--- config.mk ---
export PLATFORM = sky130hd
export DESIGN_NAME = serial_gain_command_parser
export DESIGN_NICKNAME = d
export VERILOG_FILES = /design/src/rtl/core/sgcp_pkg.sv /design/src/rtl/core/sgcp_step.sv /design/src/rtl/core/serial_gain_command_parser.sv
export SDC_FILE = /design/constraint.sdc
export NUM_CORES = 1
export LEC_CHECK = 0
export ABC_CLOCK_PERIOD_IN_PS = 18400
export BUFFER_PORTS_ARGS = -buffer_cell sky130_fd_sc_hd__buf_4
export CORE_ASPECT_RATIO = 0.5
export CORE_UTILIZATION = 36
export CTS_BUF_LIST = sky130_fd_sc_hd__clkbuf_4
export CTS_CLUSTER_SIZE = 8
export DETAILED_ROUTE_END_ITERATION = 12
export REMOVE_ABC_BUFFERS = 1
export SYNTH_ARGS = -nofsm -noshare
export SYNTH_HDL_FRONTEND = slang
export SYNTH_SLANG_ARGS = --single-unit
--- constraint.sdc ---
create_clock -name clk -period 18.4 [get_ports clk]
set_input_delay 4.6 -clock clk [delete_from_list [all_inputs] [get_ports clk]]
set_output_delay 4.6 -clock clk [all_outputs]
set_load 0.005 [all_outputs]
--- src/rtl/core/sgcp_pkg.sv ---
// Package for the serial gain command parser: shared types, codes and constants.
`timescale 1ns / 1ps

package sgcp_pkg;

  localparam int unsigned LineBufferBytesDef = 32;

  localparam int unsigned CharW  = 8;
  localparam int unsigned TgtW   = 2;
  localparam int unsigned ValueW = 32;
  localparam int unsigned AccW   = 32;

  // The magnitude is clamped at 2^31 so that the most negative value survives.
  localparam logic [AccW-1:0] MagCap = 32'h8000_0000;
  localparam logic [AccW-1:0] PosMax = 32'h7FFF_FFFF;

  localparam logic [CharW-1:0] ChLf    = 8'd10;
  localparam logic [CharW-1:0] ChCr    = 8'd13;
  localparam logic [CharW-1:0] ChNul   = 8'd0;
  localparam logic [CharW-1:0] ChTab   = 8'd9;
  localparam logic [CharW-1:0] ChVt    = 8'd11;
  localparam logic [CharW-1:0] ChFf    = 8'd12;
  localparam logic [CharW-1:0] ChSpace = 8'h20;
  localparam logic [CharW-1:0] ChPlus  = 8'h2B;
  localparam logic [CharW-1:0] ChMinus = 8'h2D;
  localparam logic [CharW-1:0] ChZero  = 8'h30;
  localparam logic [CharW-1:0] ChNine  = 8'h39;
  localparam logic [CharW-1:0] ChEq    = 8'h3D;
  localparam logic [CharW-1:0] ChK     = 8'h6B;
  localparam logic [CharW-1:0] ChT     = 8'h74;
  localparam logic [CharW-1:0] ChP     = 8'h70;
  localparam logic [CharW-1:0] ChD     = 8'h64;
  localparam logic [CharW-1:0] ChH     = 8'h68;

  // Prefix mask bits: one per command still matching.
  localparam int unsigned PfxKp = 0;
  localparam int unsigned PfxKd = 1;
  localparam int unsigned PfxTh = 2;

  localparam logic [TgtW-1:0] TgtKp = 2'd0;
  localparam logic [TgtW-1:0] TgtKd = 2'd1;
  localparam logic [TgtW-1:0] TgtTh = 2'd2;

  typedef enum logic [2:0] {
    PH_SKIP   = 3'b001,
    PH_DIGITS = 3'b010,
    PH_DONE   = 3'b100
  } phase_t;

  typedef struct packed {
    logic [2:0]      prefix;
    phase_t          phase;
    logic            neg;
    logic [AccW-1:0] acc;
    logic            ended;
  } parse_state_t;

  typedef struct packed {
    logic              valid;
    logic [TgtW-1:0]   target;
    logic [ValueW-1:0] value;
  } parse_result_t;

endpackage

--- src/rtl/core/sgcp_step.sv ---
// Next-state logic of the parser for one received word.
`timescale 1ns / 1ps

module sgcp_step #(
  parameter int unsigned LINE_BUFFER_BYTES = sgcp_pkg::LineBufferBytesDef,
  localparam int unsigned LenW = $clog2(LINE_BUFFER_BYTES)
) (
  input  logic [LenW-1:0]              len,
  input  sgcp_pkg::parse_state_t       st,
  input  logic [sgcp_pkg::CharW-1:0]   ch,
  output logic [LenW-1:0]              len_nxt,
  output sgcp_pkg::parse_state_t       st_nxt,
  output sgcp_pkg::parse_result_t      res
);

  localparam logic [LenW-1:0] LenLimit = LenW'(LINE_BUFFER_BYTES - 1);
  localparam logic [LenW-1:0] LenPfx   = LenW'(3);
  localparam logic [LenW-1:0] LenOne   = LenW'(1);
  localparam int unsigned     WideW    = sgcp_pkg::AccW + 4;

  sgcp_pkg::parse_state_t clr;
  logic                   is_eol;
  logic                   is_digit;
  logic                   is_blank;
  logic                   ended_n;
  logic [2:0]             pfx_bits;
  logic [WideW-1:0]       acc_wide;
  logic [WideW-1:0]       acc_mul;
  logic [sgcp_pkg::AccW-1:0] acc_sat;

  assign clr.prefix = 3'b000;
  assign clr.phase  = sgcp_pkg::PH_SKIP;
  assign clr.neg    = 1'b0;
  assign clr.acc    = '0;
  assign clr.ended  = 1'b0;

  assign is_eol   = (ch == sgcp_pkg::ChLf) || (ch == sgcp_pkg::ChCr);
  assign is_digit = (ch >= sgcp_pkg::ChZero) && (ch <= sgcp_pkg::ChNine);
  assign is_blank = (ch == sgcp_pkg::ChSpace) || (ch == sgcp_pkg::ChTab) ||
                    (ch == sgcp_pkg::ChVt) || (ch == sgcp_pkg::ChFf);
  assign ended_n  = st.ended || (ch == sgcp_pkg::ChNul);

  // Times ten as two shifts and an add, plus the new digit.
  assign acc_wide = {4'b0000, st.acc};
  assign acc_mul  = (acc_wide << 3) + (acc_wide << 1) +
                    {{(WideW - 4){1'b0}}, ch[3:0]};
  assign acc_sat  = (acc_mul > {4'b0000, sgcp_pkg::MagCap}) ? sgcp_pkg::MagCap
                                                            : acc_mul[sgcp_pkg::AccW-1:0];

  always_comb begin
    pfx_bits = 3'b000;
    if (len == '0) begin
      if (ch == sgcp_pkg::ChK) begin
        pfx_bits = 3'b011;
      end else if (ch == sgcp_pkg::ChT) begin
        pfx_bits = 3'b100;
      end
    end else if (len == LenOne) begin
      pfx_bits[sgcp_pkg::PfxKp] = (ch == sgcp_pkg::ChP);
      pfx_bits[sgcp_pkg::PfxKd] = (ch == sgcp_pkg::ChD);
      pfx_bits[sgcp_pkg::PfxTh] = (ch == sgcp_pkg::ChH);
      pfx_bits = pfx_bits & st.prefix;
    end else if (ch == sgcp_pkg::ChEq) begin
      pfx_bits = st.prefix;
    end
  end

  always_comb begin
    len_nxt    = len;
    st_nxt     = st;
    res.valid  = 1'b0;
    res.target = sgcp_pkg::TgtTh;
    res.value  = st.neg ? ('0 - st.acc)
                        : ((st.acc > sgcp_pkg::PosMax) ? sgcp_pkg::PosMax : st.acc);
    if (st.prefix[sgcp_pkg::PfxKp]) begin
      res.target = sgcp_pkg::TgtKp;
    end else if (st.prefix[sgcp_pkg::PfxKd]) begin
      res.target = sgcp_pkg::TgtKd;
    end

    if (len >= LenLimit) begin
      // A full line drops this word and starts over.
      len_nxt = '0;
      st_nxt  = clr;
    end else if (is_eol) begin
      res.valid = (len >= LenPfx) && (st.prefix != 3'b000);
      len_nxt   = '0;
      st_nxt    = clr;
    end else begin
      st_nxt.ended = ended_n;
      len_nxt      = len + LenOne;
      if (len < LenPfx) begin
        st_nxt.prefix = ended_n ? 3'b000 : pfx_bits;
      end else if (!ended_n && (st.prefix != 3'b000) && (st.phase != sgcp_pkg::PH_DONE)) begin
        if ((st.phase == sgcp_pkg::PH_SKIP) && is_blank) begin
          st_nxt.phase = sgcp_pkg::PH_SKIP;
        end else if ((st.phase == sgcp_pkg::PH_SKIP) &&
                     ((ch == sgcp_pkg::ChPlus) || (ch == sgcp_pkg::ChMinus))) begin
          st_nxt.neg   = (ch == sgcp_pkg::ChMinus);
          st_nxt.phase = sgcp_pkg::PH_DIGITS;
        end else if (is_digit) begin
          st_nxt.acc   = acc_sat;
          st_nxt.phase = sgcp_pkg::PH_DIGITS;
        end else begin
          st_nxt.phase = sgcp_pkg::PH_DONE;
        end
      end
    end
  end

endmodule

--- src/rtl/core/serial_gain_command_parser.sv ---
// Top level of the serial gain command parser.
`timescale 1ns / 1ps

// Parses kp=N, kd=N and th=N lines from a stream of received characters, one
// word per cycle. Each word is captured in an input register. From there it
// updates the line state, and a finished line's result is loaded into the
// output register. So out_valid rises once the line end has left the input
// register, unless an earlier result is still waiting there. The input side
// keeps taking one word per cycle while the output register is free or being
// drained. It holds off only while a result waits.
// Lines reaching LINE_BUFFER_BYTES-1 characters drop the next word and restart.
module serial_gain_command_parser #(
  parameter int unsigned LINE_BUFFER_BYTES = sgcp_pkg::LineBufferBytesDef
) (
  input  logic                              clk,
  input  logic                              rst_n,
  input  logic                              in_valid,
  output logic                              in_ready,
  input  logic [sgcp_pkg::CharW-1:0]        in_rx_char,
  output logic                              out_valid,
  input  logic                              out_ready,
  output logic [sgcp_pkg::TgtW-1:0]         out_target,
  output logic signed [sgcp_pkg::ValueW-1:0] out_value
);

  localparam int unsigned LenW = $clog2(LINE_BUFFER_BYTES);

  logic                          ch_vld_r;
  logic [sgcp_pkg::CharW-1:0]    ch_r;
  logic [LenW-1:0]               len_r;
  logic [LenW-1:0]               len_nxt;
  sgcp_pkg::parse_state_t        st_r;
  sgcp_pkg::parse_state_t        st_nxt;
  sgcp_pkg::parse_result_t       res;
  logic                          out_vld_r;
  logic [sgcp_pkg::TgtW-1:0]     out_tgt_r;
  logic [sgcp_pkg::ValueW-1:0]   out_val_r;
  logic                          adv;

  assign adv      = ch_vld_r && (!out_vld_r || out_ready);
  assign in_ready = !ch_vld_r || adv;

  sgcp_step #(
    .LINE_BUFFER_BYTES(LINE_BUFFER_BYTES)
  ) u_step (
    .len    (len_r),
    .st     (st_r),
    .ch     (ch_r),
    .len_nxt(len_nxt),
    .st_nxt (st_nxt),
    .res    (res)
  );

  always_ff @(posedge clk) begin
    if (!rst_n) begin
      ch_vld_r     <= 1'b0;
      out_vld_r    <= 1'b0;
      len_r        <= '0;
      st_r.prefix  <= 3'b000;
      st_r.phase   <= sgcp_pkg::PH_SKIP;
      st_r.neg     <= 1'b0;
      st_r.acc     <= '0;
      st_r.ended   <= 1'b0;
    end else begin
      if (in_ready) begin
        ch_vld_r <= in_valid;
      end
      if (adv) begin
        len_r     <= len_nxt;
        st_r      <= st_nxt;
        out_vld_r <= res.valid;
      end else if (out_ready) begin
        out_vld_r <= 1'b0;
      end
    end
  end

  always_ff @(posedge clk) begin
    if (in_ready && in_valid) begin
      ch_r <= in_rx_char;
    end
    if (adv && res.valid) begin
      out_tgt_r <= res.target;
      out_val_r <= res.value;
    end
  end

  assign out_valid  = out_vld_r;
  assign out_target = out_tgt_r;
  assign out_value  = out_val_r;

endmodule

-- Word-level counts from Yosys, hierarchy flattened
Index checks and enable logic that the tools add are counted.
- bitwise gates (word level): 1
- reductions and logical operators: 32
- eq/ne operators: 21
- muxes and demuxes: 28
- $add $sub $neg: 4
- magnitude comparators: 7
- operator list (operator ; number):
    $mux W32 ; 5
    $mux W40 ; 2
    $mux W36 ; 2
    $eq A8 B4 Y1 const B ; 5
    $eq A8 B7 Y1 const B ; 5
    $add A35 B33 Y36 ; 1
    $add A36 B4 Y36 ; 1
    $gt A36 B32 Y1 const B ; 1
    $mux W33 ; 1
    $eq A8 B6 Y1 const B ; 4
    $gt A32 B31 Y1 const B ; 1
    $sub A1 B32 Y32 const A ; 1
    $mux W3 ; 10
    $reduce_bool A3 Y1 ; 5
    $mux W5 ; 2
    $logic_and A1 B1 Y1 ; 9
    $ne A3 B1 Y1 const B ; 3
    $ge A8 B6 Y1 const B ; 1
    $le A8 B6 Y1 const B ; 1
    $logic_not A8 Y1 ; 1
    $logic_or A1 B1 Y1 ; 8
    $ne A6 B2 Y1 const B ; 1
    $reduce_and A3 Y1 ; 2
    $reduce_and A6 Y1 ; 1
    other kinds (14) ; 20
- input bits: 12
- flip-flop bits (word level): 89

-- Longest topological paths before layout
Gate-level depths: netlist of run 1.
- word-level depth: 11
- depth in mapped cells: 13

-- By module
Synthesis of run 1 repeated with hierarchy kept, for this count alone.
- cell total of the unflattened synthesis: 897
- area, all modules: 7359.6 um^2
- modules (own cells, without submodules) (module ; area an instance (um^2) ; instances ; seq. area each (um^2) ; cells an instance):
    sgcp_step ; 4157.7 ; 1 ; 0.0 ; 647
    serial_gain_command_parser ; 3201.8 ; 1 ; 2202.1 ; 250

-- Worst setup path after synthesis of run 1
Ideal clock, no wire load.
- path type: input -> output
- start: input port out_ready
- end: output port in_ready
- path buffers: 0
- cell stages on the path: 2
- setup slack: 8.895 ns
- data arrival time: 4.905 ns
- cell sequence: nor2b_1 nand2_1
- longest elaborated chain between the ends: 3
- RTL lines (item ; RTL line ; RTL):
    from (decl) ; serial_gain_command_parser.sv:21 ; input logic out_ready,
    $logic_or A1 B1 Y1 ; serial_gain_command_parser.sv:40 ; assign adv = ch_vld_r && (!out_vld_r || out_ready);
    $logic_and A1 B1 Y1 ; serial_gain_command_parser.sv:40 ;
    $logic_or A1 B1 Y1 ; serial_gain_command_parser.sv:41 ; assign in_ready = !ch_vld_r || adv;
    to (decl) ; serial_gain_command_parser.sv:18 ; output logic in_ready,
Every way passes these cells.

-- Worst setup path in the final report of run 1
Same ends and word-level chain as after synthesis.

==> impl_metrics.tcl, run 1 <==
set metrics [dict create \
    cts_sinks 89 \
    gp_congestion 0.870 \
    power_density_nw_per_um2 48.4 \
    worstPathArrival_ns 5.22 \
    postSynthCellCount 763 \
    syn_area_sq_um 6730 \
    rsz0062_at_grt "false" \
    wl_met1_mm 8.35 \
    hold_violations 0 \
    worstSkewPairLatency_ns 0.48 \
    cts_made_buffers 9 \
    grt_pass1_wl_mm 27.8 \
    required_ns 13.80 \
    wl_met3_um 494 \
    die_y_um 98.7 \
    drtIter0Drc 399 \
    crit_path_top_delay_cell "nor2b_1" \
    fin_skew_ns 0.0244 \
    synthAdderAreaFrac_pct 13.4 \
    die_width_um 195 \
    synth-compound-area-share_pct 25.3 \
    vias 5917 \
    status "completed" \
    cts_tree "done" \
    ios 48 \
    whs_ns 0.505 \
    ant_nets 0 \
    holdCritStartpoint "st_r[36]" \
    yosys_warnings 0 \
    crit_path_frequent_cell "buf_4" \
    wl_met2_mm 7.69 \
    cts_hold_buf 0 \
    finalNetCount 869 \
    holdPathEnd "st_r[36]" \
    worst-setup-path-type "input port to primary output" \
    period_needed_ns 9.82 \
    drv_slew 0 \
    n_antenna_cell 0 \
    viasPerCell 5.77 \
    h-tree-depth 3 \
    top_layer "met4" \
    clkTransAtPathRegs_ns 0.15 \
    reg2reg_to "st_r[24]" \
    synth-simple-area-share_pct 21.2 \
    hold_depth 2 \
    first_pass_iters 5 \
    synth_top_family_by_area "compound AO/OA/AOI/OAI gates" \
    antenna_found_initial 0 \
    r2r_cells 11 \
    synth-xor-area-share_pct 3.38 \
    setup_viol 0 \
    max_stage_delay_ns 0.26 \
    fillers 1784 \
    reg2reg_slack_ns 13.73 \
    finalCritPeriodShare_pct 53.4 \
    wire_per_inst_um 16.3 \
    path_cells "buf_4, nor2b_1, nand2_1, buf_4" \
    start_util_pct 37.8 \
    setup_ws_ns 8.58 \
    grt_pass1_vias 5553 \
    cts_setup_buffers 0 \
    crit_fanout 5 \
    tightest_slew_ns 1.18 \
    synth.avg_cell_area_sq_um 8.82 \
    ir_worst_vdd_mv 0.0405 \
    hpwl_mm 12.7 \
    setup_tns_ns 0 \
    p_leak_nw 3.05 \
    drcViolationCount 0 \
    synth.distinct_cells 69 \
    grt_max_degree 40 \
    cts-resized-gates 0 \
    routed_wl_mm 16.7 \
    max_freq_mhz 102 \
    area_growth_pct 10.7 \
    grt_overflow 0 \
    rows 34 \
    synth-edff-count 42 \
    cts_root_buf "clkbuf_4" \
    slew_headroom_pct 21.5 \
    synthMuxAreaShare_pct 0.911 \
    layout-drive-gt1-share_pct 9.99 \
    synthArstFlopShare_pct 0 \
    ys_seq_area_share_pct 32.7 \
    hp-class "flip-flop to flip-flop" \
    clockBufferDepth 2 \
    grtUsageTotal_pct 17.8 \
    core_sq_um 17800 \
    critPathLaunchType "input port" \
    place_ws_ns 8.57 \
    die_area_sq_um 19300 \
    numPortBuffers 47 \
    synth_ff_type "dfxtp_1" \
    r2r_start "st_r[3]" \
    critPathCaptureType "primary output" \
    cap_violations 0 \
    postSynthRegisterBits 89 \
]
## per-stage QoR
step / instances / total power, mW / utilization [%] / instance area (sq um)
after floorplan: 723 / 0.221 / - / 6570
after CTS: 1025 / 0.365 / 41.8 / 7450
after global routing: 1025 / 0.374 / 41.8 / 7450
after detailed placement: 1009 / 0.227 / 40.8 / 7270
final: 1025 / 0.361 / 41.8 / 7450
after global placement: 1009 / 0.226 / 40.8 / 7270
## worst max-delay path: cells and delay by family
| family | cells | cell delay, ns |
|---|---|---|
| AND/OR/NAND/NOR | 2 | 0.37 |
| buffers and inverters | 2 | 0.25 |
## registers in the layout (all words and copies together), names as in the netlist
| name | cells |
|---|---|
| len_r | 5 |
| st_r | 40 |
| out_valid | 1 |
| ch_vld_r | 1 |
| ch_r | 8 |
| out_value | 32 |
| out_target | 2 |
## worst max-delay path by stage
stage	from	endpoint	cells after the start
2_1_floorplan	out_ready	in_ready	2
3_3_place_gp	out_ready	in_ready	4
3_5_place_dp	out_ready	in_ready	4
4_1_cts	out_ready	in_ready	4
5_1_grt	out_ready	in_ready	4
6_report	out_ready	in_ready	4
## cells in the mapped netlist (8+ instances only)
cell,n,area (sq um)
a211oi_1,12,90.1
a21boi_0,14,105
a21oi_1,73,365
a31oi_1,8,50.1
a32o_1,23,230
and2_1,11,68.8
and3_1,12,75.1
clkbuf_1,36,135
dfxtp_1,47,941
edfxtp_1,42,1260
ha_1,69,863
inv_1,12,45.0
nand2_1,65,244
nand3_1,14,70.1
nand4_1,15,93.8
nor2_1,37,139
nor2b_1,13,81.3
nor3_1,41,205
nor4_1,8,50.1
o21a_1,15,113
o21ai_0,46,230
xnor2_1,16,140
xor2_1,10,87.6
## cell families (layout without fill, tap and decap cells)
| logic type | after synthesis | in the layout |
|---|---|---|
| flops | 89 | 89 |
| simple gates | 266 | 266 |
| mux | 6 | 6 |
| buf+inv | 52 | 80 |
| xor+xnor | 26 | 26 |
| compound gates | 253 | 253 |
| fa+ha+maj | 71 | 71 |
## area by class of cell
type | count | area (sq um) | area share (%)
repair buffers | 52 | 390 | 5.24
clock buffers | 10 | 75.1 | 1.01
well taps | 234 | 293 | 3.93
clock inverters | 6 | 108 | 1.44
inverters | 12 | 45.0 | 0.605
flip-flops and latches | 89 | 2200 | 29.6
multi-input cells | 622 | 4340 | 58.2
## routing by layer
layer  up-vias  track usage, %
met3        14            3.46
met4         0            3.39
met1      2810            23.9
met2        95            29.8
met5         -               0
li1       2998               -
## report_power, final
part	total [mW]	switching [mW]	internal (mW)	leakage, nW
logic	0.0114	0.00631	0.00507	2.27
clock network	0.139	0.0687	0.0699	0.0980
registers	0.211	0.00316	0.208	0.690
## cells in the final DEF, fill, tap and decap left out, types with 6 or more instances in the layout
cell	n
a211oi_1	12
a21boi_0	14
a21o_1	6
a21oi_1	73
a31oi_1	8
a32o_1	23
and2_1	11
and3_1	12
buf_4	52
clkbuf_4	10
dfxtp_1	47
edfxtp_1	42
ha_1	69
inv_1	12
nand2_1	65
nand3_1	14
nand4_1	15
nor2_1	37
nor2b_1	13
nor3_1	41
nor4_1	7
o211ai_1	7
o21a_1	15
o21ai_0	46
o31a_1	7
o31ai_1	7
or3_1	6
or4_1	7
xnor2_1	16
xor2_1	10
No activity file was read; power rests on OpenSTA's default activity.
==> run 2, diff against run 1 <==
ABC_AREA = 1   (was not set)
ABC_CLOCK_PERIOD_IN_PS = 9500   (was 18400)
clock period = 9.5 ns   (was 18.4 ns; I/O delays follow)
==> run 2 against run 1 <==
Against the previous run:
- design area rose by 16%
- setup slack got worse by 4.4 ns
- first-iteration DRC count is 24% higher
- clock skew grew 0.0030 ns
- power rose by 87%
- largest cell class unchanged
- largest power group unchanged
==> impl_metrics.tcl, run 2 <==
set metrics [dict create \
    crit_path_top_delay_cell "nor2_1" \
    cts_root_buf "clkbuf_4" \
    crit_path_frequent_cell "buf_4" \
    stdcell_count 1544 \
    p_total_mw 0.676 \
    cts_setup_buffers 0 \
    hold_depth 2 \
    ios 48 \
    multi_input_area_sq_um 4780 \
    worstPathArrival_ns 2.91 \
    holdPathEnd "len_r[4]" \
    finalNetCount 1330 \
    postSynthCellCount 1213 \
    synth.top_cell.area_share_pct 17.4 \
    routed_wl_mm 20.4 \
    wl_met2_mm 9.29 \
    synth.distinct_cells 50 \
    ir_worst_vdd_mv 0.0622 \
    start_util_pct 37.6 \
    setup_viol 0 \
    regArea_sq_um 2200 \
    cts_sinks 89 \
    max_stage_delay_ns 0.16 \
    first_pass_iters 5 \
    wire_per_inst_um 13.2 \
    p_leak_nw 4.33 \
    power_density_nw_per_um2 78.2 \
    r2r_cells 18 \
    layout_commonest_cell "nand2_1" \
    tightest_slew_ns 1.03 \
    critPathLaunchType "input port" \
    synth_ff_type "dfxtp_1" \
    r2r_start "ch_r[3]" \
    worst-setup-path-type "input port to primary output" \
    finalCritPeriodShare_pct 55.6 \
    placed_cells 1528 \
    viasPerCell 4.88 \
    grt_max_degree 36 \
    period_needed_ns 5.28 \
    top_layer "met4" \
    fin_area_sq_um 8640 \
    syn_area_sq_um 7880 \
    reg2reg_slack_ns 5.30 \
    numPortBuffers 47 \
    synth.avg_cell_area_sq_um 6.49 \
    whs_ns 0.499 \
    netlist_top_cells_count "nand2_1 (365), inv_1 (185), nor2_1 (113), a21oi_1 (87), nand3_1 (75)" \
    die_area_sq_um 22500 \
    hpwl_mm 16.5 \
    final_cell_mix "nand2_1 (365), inv_1 (185), nor2_1 (112), a21oi_1 (87), nand3_1 (75)" \
    cts_tree "done" \
    reg2reg_to "st_r[2]" \
    critPathCaptureType "primary output" \
    yosys-top-cells-area "nand2_1 (17%), edfxtp_1 (16%), dfxtp_1 (12%)" \
    grtUsageTotal_pct 19.0 \
    yosys_warnings 0 \
    wl_met1_mm 10.2 \
    synth.most_common_cell "nand2_1" \
    core_sq_um 21000 \
    status "completed" \
    synth.largest_area_cell "nand2_1" \
    path_cells "buf_4, nor2_1, nand2_1, buf_4" \
    postPlaceCellArea_sq_um 8480 \
    slew_headroom_pct 30.9 \
    hp-class "flip-flop to flip-flop" \
    setup_tns_ns 0 \
    die_y_um 107 \
    required_ns 7.13 \
    rows 37 \
    clockBufferDepth 2 \
    synthArstFlopShare_pct 0 \
    fillers 2214 \
    antenna_found_initial 0 \
    cts_made_buffers 9 \
    max_freq_mhz 189 \
    postSynthRegisterBits 89 \
    grt_pass1_wl_mm 34.2 \
    crit_fanout 3 \
    cts-resized-gates 0 \
    drcViolationCount 0 \
    holdCritStartpoint "len_r[4]" \
    ys_seq_area_share_pct 28.0 \
    drtIter0Drc 493 \
    area_growth_pct 9.72 \
    largest_register_ff_count 40 \
    wl_met3_um 856 \
    h-tree-depth 3 \
    rsz0062_at_grt "false" \
    hold_violations 0 \
    grt_overflow 0 \
    die_width_um 211 \
    gp_congestion 0.916 \
    worstSkewPairLatency_ns 0.47 \
    grt_pass1_vias 6998 \
    vias 7541 \
    regMostFlops "st_r" \
    clkTransAtPathRegs_ns 0.15 \
    cts_hold_buf 0 \
    ant_nets 0 \
    layout-drive-gt1-share_pct 10.4 \
    drv_slew 0 \
    n_antenna_cell 0 \
    fin_skew_ns 0.0274 \
    synth-edff-count 42 \
    cap_violations 0 \
]
==> run 2: cell count changes after synthesis, sizes merged, moves of 12 or more <==
cell    delta
nand2    +304
buf       +13
nor2b     -13
o21a      -12
nor2     +110
inv      +187
nand3     +62
a32o      -23
nor3      -18
clkbuf    -26
o21ai     -14
a21oi     +15
==> run 2: where the power goes <==
| group | switching (mW) | internal (mW) |
|---|---|---|
| clock | 0.138 | 0.111 |
| sequential | 0.00306 | 0.401 |
| combinational | 0.0147 | 0.00736 |
==> run 2: final cells by class <==
cell class / instances / share of cell area (%)
tap: 292 / 4.23
inverter: 202 / 8.77
timing repair buffer: 50 / 4.34
multi-input combinational: 895 / 55.3
clock inverter: 6 / 1.04
clock buffer: 10 / 0.869
sequential: 89 / 25.5
==> run 2: cells by family (layout without fill, tap and decap cells) <==
group	count (synthesis)	count (layout)	synth area share, %
AO/OA/AOI/OAI	151	151	10.8
flip-flops	89	89	28.0
buffers and inverters	229	268	11.6
adder cells (fa/ha/maj)	71	71	11.5
AND/OR/NAND/NOR	664	664	37.1
XOR/XNOR	9	9	1.00
==> run 2: critical path: cells and delay by family <==
| family | cells | cell delay [ns] |
|---|---|---|
| and+or+nand+nor | 2 | 0.27 |
| buffers and inverters | 2 | 0.26 |
==> run 2: layer usage <==
metal  global-route usage (%)  vias up
li1                         -     3985
met1                     26.1     3412
met2                     31.8      132
met3                     3.10       12
met4                     3.05        0
met5                        0        -
==> run 2: metrics by stage <==
step                      util, %  setup WS [ns]
after detailed placement     40.4           4.22
after global placement       40.4           4.23
after CTS                    41.2           4.23
after global routing         41.2           4.14
final                        41.2           4.22
after floorplan                 -           3.43
==> run 2: worst max-delay path by stage <==
| stage | cells after the start | to | slack (ns) | start |
|---|---|---|---|---|
| 3_3_place_gp | 4 | in_ready | 4.23 | out_ready |
| 4_1_cts | 4 | in_ready | 4.23 | out_ready |
| 3_5_place_dp | 4 | in_ready | 4.22 | out_ready |
| 2_1_floorplan | 6 | out_target[0] | 3.43 | out_ready |
| 5_1_grt | 4 | in_ready | 4.14 | out_ready |
| 6_report | 4 | in_ready | 4.22 | out_ready |
